**src/hdl/kmp_pkg.sv**
```systemverilog
// -----------------------------------------------------------------------------
// kmp_pkg: shared types and constants for the pattern occurrence counter
// Command and status codes, field widths and the per-cell control word.
// -----------------------------------------------------------------------------
`default_nettype none

package kmp_pkg;

  // Field widths
  localparam int unsigned CHAR_W  = 8;
  localparam int unsigned CMD_W   = 2;
  localparam int unsigned STS_W   = 2;
  localparam int unsigned COUNT_W = 32;

  // Default pattern store depth
  localparam int unsigned DEFAULT_PATTERN_DEPTH = 256;

  // Command codes
  typedef logic [CMD_W-1:0] cmd_t;
  localparam cmd_t CMD_CLEAR  = 2'd0;
  localparam cmd_t CMD_APPEND = 2'd1;
  localparam cmd_t CMD_TEXT   = 2'd2;

  // Status codes
  typedef logic [STS_W-1:0] status_t;
  localparam status_t STS_OK   = 2'd0;
  localparam status_t STS_FULL = 2'd1;
  localparam status_t STS_SAT  = 2'd2;

  // Control word broadcast to every cell
  typedef struct packed {
    logic              load;   // write chr into the first free cell past the pattern tail
    logic              step;   // shift one text character through the prefix bits
    logic              clear;  // drop all live prefix bits
    logic [CHAR_W-1:0] chr;
  } cell_ctrl_t;

endpackage : kmp_pkg

`default_nettype wire

```
**src/hdl/kmp_cell.sv**
```systemverilog
// -----------------------------------------------------------------------------
// kmp_cell: one pattern position of the matcher chain
// Holds one pattern character and one prefix bit: the bit is set when the
// pattern prefix that ends at this position is a suffix of the text so far.
// On each text character the bit is taken from the left neighbor and qualified
// by a character compare.
// -----------------------------------------------------------------------------
`default_nettype none

module kmp_cell import kmp_pkg::*; #(
  parameter int unsigned PATTERN_DEPTH = DEFAULT_PATTERN_DEPTH,
  parameter int unsigned CELL_IDX      = 0,
  localparam int unsigned LEN_W        = $clog2(PATTERN_DEPTH + 1)
) (
  input  wire logic             clk_i,
  input  wire logic             rst_ni,
  input  wire cell_ctrl_t       ctrl_i,
  input  wire logic [LEN_W-1:0] len_i,
  input  wire logic             prev_hit_i,
  output logic                  hit_o,
  output logic                  tail_hit_o
);

  logic [CHAR_W-1:0] pat_q;
  logic              hit_q, hit_d;
  logic              live;
  logic              tail;

  // Position is part of the pattern, and whether it is the last one
  assign live = len_i > LEN_W'(CELL_IDX);
  assign tail = len_i == LEN_W'(CELL_IDX + 1);

  // Capture the pattern character when the append lands here
  always_ff @(posedge clk_i) begin
    if (ctrl_i.load && (len_i == LEN_W'(CELL_IDX))) begin
      pat_q <= ctrl_i.chr;
    end
  end

  // Advance the prefix bit from the neighbor
  always_comb begin
    hit_d = hit_q;
    if (ctrl_i.clear) begin
      hit_d = 1'b0;
    end else if (ctrl_i.step) begin
      hit_d = prev_hit_i & live & (pat_q == ctrl_i.chr);
    end
  end

  always_ff @(posedge clk_i or negedge rst_ni) begin
    if (!rst_ni) begin
      hit_q <= 1'b0;
    end else begin
      hit_q <= hit_d;
    end
  end

  assign hit_o      = hit_q;
  assign tail_hit_o = hit_q & tail;

endmodule : kmp_cell

`default_nettype wire

```
**src/hdl/kmp_pattern_occurrence_counter.sv**
```systemverilog
// -----------------------------------------------------------------------------
// Flow: the cell chain updates when an input word is taken; the tail reduction
// and counter update follow in ST_FIN, where the result word is loaded once
// the output register is free; input stalls whenever the FSM is not in ST_IDLE.
// Reset: pattern length, prefix bits, count and handshake state clear at once.
// -----------------------------------------------------------------------------
// kmp_pattern_occurrence_counter: streaming pattern occurrence counter
// A chain of cells, one per pattern position, tracks every pattern prefix that
// ends the text seen so far; an occurrence ends where the tail cell is set.
// -----------------------------------------------------------------------------
`default_nettype none

module kmp_pattern_occurrence_counter import kmp_pkg::*; #(
  parameter int unsigned PATTERN_DEPTH = DEFAULT_PATTERN_DEPTH
) (
  input  wire logic               clk_i,
  input  wire logic               rst_ni,
  // input words
  input  wire logic               in_valid_i,
  output logic                    in_stall_o,
  input  wire logic [CMD_W-1:0]   cmd_i,
  input  wire logic [CHAR_W-1:0]  char_code_i,
  input  wire logic               end_of_text_i,
  // result words
  output logic                    out_valid_o,
  input  wire logic               out_stall_i,
  output logic                    match_here_o,
  output logic [COUNT_W-1:0]      match_count_o,
  output logic [STS_W-1:0]        status_o,
  output logic                    last_out_o
);

  localparam int unsigned LEN_W = $clog2(PATTERN_DEPTH + 1);
  localparam logic [COUNT_W-1:0] COUNT_MAX = '1;

  typedef enum logic [1:0] {
    ST_IDLE = 2'b01,
    ST_FIN  = 2'b10
  } state_e;

  state_e             state_q, state_d;
  logic [LEN_W-1:0]   len_q;
  logic [COUNT_W-1:0] count_q;
  logic [COUNT_W-1:0] count_n;
  cmd_t               cmd_q;
  logic               last_q;
  logic               full_q;
  logic               is_full;
  logic               accept_in;
  logic               out_free;
  logic               fin_fire;
  logic               is_text;
  logic               hit;

  cell_ctrl_t         ctrl;
  logic [PATTERN_DEPTH-1:0] hit_vec;
  logic [PATTERN_DEPTH-1:0] prev_vec;
  logic [PATTERN_DEPTH-1:0] tail_vec;

  logic               out_valid_q;
  logic               match_here_q;
  logic [COUNT_W-1:0] match_count_q;
  status_t            status_q;
  logic               last_out_q;

  // Handshake
  assign in_stall_o = (state_q != ST_IDLE);
  assign accept_in  = in_valid_i & ~in_stall_o;
  assign out_free   = ~out_valid_q | ~out_stall_i;
  assign fin_fire   = (state_q == ST_FIN) & out_free;
  assign is_full    = (len_q == LEN_W'(PATTERN_DEPTH));
  assign is_text    = (cmd_q == CMD_TEXT);

  // Sequencer
  always_comb begin
    state_d = state_q;
    case (state_q)
      ST_IDLE: begin
        if (accept_in) state_d = ST_FIN;
      end
      ST_FIN: begin
        if (out_free) state_d = ST_IDLE;
      end
      default: state_d = ST_IDLE;
    endcase
  end

  // Drive the cell chain
  always_comb begin
    ctrl.load  = accept_in && (cmd_i == CMD_APPEND) && !is_full;
    ctrl.step  = accept_in && (cmd_i == CMD_TEXT);
    ctrl.clear = (accept_in && (cmd_i == CMD_CLEAR)) || (fin_fire && is_text && last_q);
    ctrl.chr   = char_code_i;
  end

  for (genvar g = 0; g < PATTERN_DEPTH; g++) begin : g_cell
    if (g == 0) begin : g_head
      assign prev_vec[g] = 1'b1;
    end else begin : g_body
      assign prev_vec[g] = hit_vec[g-1];
    end

    kmp_cell #(
      .PATTERN_DEPTH(PATTERN_DEPTH),
      .CELL_IDX     (g)
    ) u_cell (
      .clk_i     (clk_i),
      .rst_ni    (rst_ni),
      .ctrl_i    (ctrl),
      .len_i     (len_q),
      .prev_hit_i(prev_vec[g]),
      .hit_o     (hit_vec[g]),
      .tail_hit_o(tail_vec[g])
    );
  end

  // Occurrence ends here: tail cell set, or every character with no pattern
  assign hit     = (len_q == '0) | (|tail_vec);
  assign count_n = (hit && (count_q != COUNT_MAX)) ? count_q + COUNT_W'(1) : count_q;

  // Hold the accepted command for the result cycle
  always_ff @(posedge clk_i) begin
    if (accept_in) begin
      cmd_q  <= cmd_i;
      last_q <= end_of_text_i;
      full_q <= (cmd_i == CMD_APPEND) && is_full;
    end
  end

  // Control state: state, pattern length, count
  always_ff @(posedge clk_i or negedge rst_ni) begin
    if (!rst_ni) begin
      state_q <= ST_IDLE;
      len_q   <= '0;
      count_q <= '0;
    end else begin
      state_q <= state_d;
      if (accept_in && (cmd_i == CMD_CLEAR)) begin
        len_q   <= '0;
        count_q <= '0;
      end else if (ctrl.load) begin
        len_q <= len_q + LEN_W'(1);
      end
      if (fin_fire && is_text) begin
        count_q <= last_q ? '0 : count_n;
      end
    end
  end

  // Output register
  always_ff @(posedge clk_i or negedge rst_ni) begin
    if (!rst_ni) begin
      out_valid_q <= 1'b0;
    end else if (fin_fire) begin
      out_valid_q <= 1'b1;
    end else if (!out_stall_i) begin
      out_valid_q <= 1'b0;
    end
  end

  always_ff @(posedge clk_i) begin
    if (fin_fire) begin
      match_here_q  <= is_text & hit;
      match_count_q <= is_text ? count_n : count_q;
      last_out_q    <= is_text & last_q;
      if (is_text && (count_n == COUNT_MAX)) begin
        status_q <= STS_SAT;
      end else if ((cmd_q == CMD_APPEND) && full_q) begin
        status_q <= STS_FULL;
      end else begin
        status_q <= STS_OK;
      end
    end
  end

  assign out_valid_o   = out_valid_q;
  assign match_here_o  = match_here_q;
  assign match_count_o = match_count_q;
  assign status_o      = status_q;
  assign last_out_o    = last_out_q;

  // Checks
  a_len_bound: assert property (@(posedge clk_i) disable iff (!rst_ni)
    len_q <= LEN_W'(PATTERN_DEPTH))
    else $error("pattern length beyond store depth");

  a_load_from_fin: assert property (@(posedge clk_i) disable iff (!rst_ni)
    $rose(out_valid_q) |-> $past(state_q == ST_FIN))
    else $error("result word loaded outside the result cycle");

  a_clear_empties: assert property (@(posedge clk_i) disable iff (!rst_ni)
    (accept_in && (cmd_i == CMD_CLEAR)) |=> (len_q == '0) && (hit_vec == '0))
    else $error("clear left pattern or prefix bits behind");

  a_empty_matches: assert property (@(posedge clk_i) disable iff (!rst_ni)
    (fin_fire && is_text && (len_q == '0)) |=> match_here_o)
    else $error("text word with empty pattern did not match");

endmodule : kmp_pattern_occurrence_counter

`default_nettype wire

```
**config.mk**
```make
export PLATFORM = sky130hd
export DESIGN_NAME = kmp_pattern_occurrence_counter
export DESIGN_NICKNAME = d
export VERILOG_FILES = /design/src/hdl/kmp_pkg.sv /design/src/hdl/kmp_cell.sv /design/src/hdl/kmp_pattern_occurrence_counter.sv
export SDC_FILE = /design/constraint.sdc
export NUM_CORES = 2
export LEC_CHECK = 0
export BUFFER_PORTS_ARGS = -buffer_cell sky130_fd_sc_hd__buf_4
export CORE_ASPECT_RATIO = 0.75
export CORE_MARGIN = 2
export CORE_UTILIZATION = 57
export DETAILED_ROUTE_END_ITERATION = 6
export HOLD_SLACK_MARGIN = 0.05
export PLACE_DENSITY = 0.83
export SLEW_MARGIN = 25
export SYNTH_ARGS = -nofsm -noshare
export SYNTH_HDL_FRONTEND = slang
export SYNTH_SLANG_ARGS = --single-unit
```
**constraint.sdc**
```tcl
create_clock -name clk_i -period 4.4 [get_ports clk_i]
set_clock_uncertainty 0.2 [all_clocks]
set_input_delay 0.22 -clock clk_i [delete_from_list [all_inputs] [get_ports clk_i]]
set_output_delay 0.22 -clock clk_i [all_outputs]
set_load 0.05 [all_outputs]
```
==> impl_metrics.py <==
metrics = {
    "outcome": {
        "status": "finished, violations left",
        "violations": "DRC, setup timing",
    },
    "placement": {
        "place_inst": 10685,
        "dpl.hpwl_mm": 290,
        "portBuffers": 52,
        "place_ws_ps": -676,
        "placed_cell_area_sq_um": 116000,
        "place_congestion": 1.09,
    },
    "timing": {
        "slew_headroom": 0.258,
        "layout_worst_path_cycle_share": 1.03,
        "rsz0062_at_grt": "yes",
        "worst_slack_ps": -126,
        "maxSlewViolCount": 0,
        "setup_viol": 1,
        "max_freq_ghz": 0.221,
        "final_hold_viol_count": 0,
        "tns_ps": -126,
        "min_period_ps": 4530,
        "worstMarginPinSlew_ps": 1100,
        "hold_ws_ps": 153,
    },
    "synthesis": {
        "ys_warn_count": 0,
        "netlist_area_sq_um": 106000,
        "yosys.area.top_type": "edfxtp_1",
        "yosys_register_bits": 2388,
        "synth_cells": 7722,
        "synthArstFlopShare": 0.126,
        "synth_area_leaders": "edfxtp_1 59%, xor2_1 10%, dfrtp_1 7.0%, xnor2_1 6.8%, nand4_1 1.9%",
        "synth.top_cell.area_share": 0.590,
        "synth_edf_count": 2088,
        "syn_area_per_cell_sq_um": 13.8,
        "yosysSeqAreaShare": 0.660,
        "ys_types": 93,
        "yosys_most_used_dff": "edfxtp_1",
        "synth_fp_nets": 7743,
    },
    "global_routing": {
        "first_global_vias": 68926,
        "track_usage": 0.426,
        "grt_pass1_wl_mm": 556,
        "antenna_found_initial": 60,
        "grt-ovfl-total": 0,
        "grt_max_degree": 96,
    },
    "die": {
        "placementRows": 137,
        "die_x_um": 503,
        "core_sq_um": 186000,
        "die-area_sq_um": 190000,
        "initial_core_util": 0.573,
        "ios": 53,
        "die_h_um": 378,
    },
    "critical_path": {
        "endpoint_kind": "flip-flop",
        "path_class": "flip-flop to flip-flop",
        "worst_ep_arrival_time_ps": 5050,
        "crit_path_start_kind": "flip-flop",
        "worstSetupStartpoint": "len_q[4]",
        "required_ps": 4920,
        "crit_path_max_fanout": 7,
        "r2r_start": "len_q[4]",
        "r2r_end": "status_o[1]",
        "ff2ff_setup_slack_ps": -130,
        "cp-endpoint": "status_o[1]",
        "rr_worst_depth": 18,
    },
    "hold_path": {
        "hold_path.class": "input port to flip-flop",
    },
    "pwr": {
        "leakage_nw": 42.0,
        "fin_total_pwr_mw": 48.4,
        "ir_drop_mv": 0.546,
        "power.density_nw_per_um2": 390,
    },
    "cells_and_area": {
        "mostFrequentLayoutCell": "edfxtp_1",
        "fin_cells": 11149,
        "area_growth_pct": 16.8,
        "stdcell_area_sq_um": 124000,
        "nets": 8457,
        "fillers": 12710,
        "layout_common_cells": "2088 x edfxtp_1, 1255 x xor2_1, 831 x buf_4",
        "fin_util": 0.669,
        "post_route_cells_drive_above_1_share": 0.168,
    },
    "route": {
        "wirelength_mm": 407,
        "drc_errors": 23,
        "antenna_left": 0,
        "vias_per_cell": 6.58,
        "via_count": 73309,
        "dr.pass1.iters": 7,
        "wl_per_cell_um": 36.5,
        "drt_iter0_drc": 11606,
    },
    "clock_tree": {
        "cts.sinks": 2388,
        "tritoncts": "built",
        "clk-insertion-delay-late_ps": 910,
        "clk_pin_slew_ps": 60,
        "htreeDepth": 4,
        "clock_path_buffers": 3,
        "root_buffer": "clkbuf_16",
        "cts_made_buffers": 213,
    },
    "job": {
        "max-cap-violations": 0,
    },
}
## power breakdown
part           switching [mW]  leakage (nW)  internal [mW]
sequential             0.0365          22.9           24.7
combinational            3.18          15.6           1.56
clock                    8.72          3.43           10.2
## registers in the layout, indices dropped and copies added (netlist names)
signal / cells
cmd_q: 2
count_q: 32
full_q: 1
g_cell.u_cell.hit_o: 256
g_cell.u_cell.pat_q: 2048
last_out_o: 1
last_q: 1
len_q: 9
match_count_o: 32
match_here_o: 1
out_valid_o: 1
state_q: 2
status_o: 2
## cell usage after synthesis (9+ instances only)
library cell	number
buf_2	47
a21oi_1	94
edfxtp_1	2088
dfrtp_1	299
nand2b_1	9
nor3b_1	9
clkbuf_1	296
buf_4	15
mux2_2	14
and3_1	29
a22oi_1	12
a211oi_1	14
nor4bb_1	10
buf_1	125
and2_1	23
o41ai_1	13
a2111oi_0	14
a32o_1	16
nor3_1	128
nor2b_1	19
o2111ai_1	128
xor2_1	1255
a32oi_1	11
nand2_1	442
nor2_1	331
a31oi_1	27
xnor2_1	829
a22o_1	42
nor4_1	296
inv_1	25
nand3_1	155
nand4_1	318
o221ai_1	16
o21ai_0	290
and4b_1	10
buf_6	10
nor4b_1	10
and3b_1	15
o211ai_1	42
o31ai_1	50
a21o_1	9
or3_1	9
## repair_timing
action	in CTS	in global routing
setup buffers	16	6
resized for setup	66	32
hold buffers	20	0
endpoints found under the hold margin	1893	0
pin swaps	26	22
endpoints found under the setup margin	64	45
gates cloned	1	1
## logic make-up (layout without fill, tap and decap cells)
kind of cell,count (synthesis),in the layout,synth area share
AND/OR/NAND/NOR,1879,1879,0.0928
AO/OA/AOI/OAI,824,824,0.0524
multiplexers,21,21,0.00214
flip-flops,2388,2388,0.660
buffers and inverters,520,1422,0.0201
XOR/XNOR,2084,2084,0.172
other,0,23,0
adder cells (fa/ha/maj),6,6,0.000706
## layer usage
metal,vias up,share of wire,GRT usage
li1,29865,-,-
met1,37168,0.41,0.630
met2,5293,0.41,0.574
met3,929,0.14,0.150
met4,54,0.043,0.163
met5,-,0.0013,0.00640
## cell type report
cell class	instances	area (sq um)	share of cell area
Multi-Input combinational cell	4814	34600	0.278
Sequential cell	2388	70200	0.565
Timing Repair Buffer	992	9080	0.0731
Inverter	27	101	0.000816
Antenna cell	23	57.6	0.000463
Tap cell	2502	3130	0.0252
Clock buffer	271	5640	0.0454
Clock inverter	132	1400	0.0112
## worst max-delay path, stage by stage, from the launching register on
cell and delay, ps:
dfrtp_4 580, buf_4 180, buf_4 130, and3b_1 210
buf_4 170, nand4_1 150, nand2_1 120, a2111oi_4 370
buf_4 200, nand4_1 230, buf_4 240, nor4_4 250
buf_12 180, a31o_4 210, nor4_2 70, xnor2_1 310
buf_4 190, o2111ai_4 140, nor4_2 250
## worst min-delay path by stage
stage | from | depth (start not counted) | to | slack [ps]
after floorplan | rst_ni | 0 | count_q[0] | -280
after global placement | rst_ni | 1 | count_q[9] | 30
after detailed placement | rst_ni | 1 | count_q[8] | 30
after CTS | cmd_i[1] | 4 | full_q | 120
after global routing | cmd_i[1] | 4 | full_q | 180
final | cmd_i[1] | 4 | full_q | 150
Note: power is estimated with default switching activity, not from simulation.
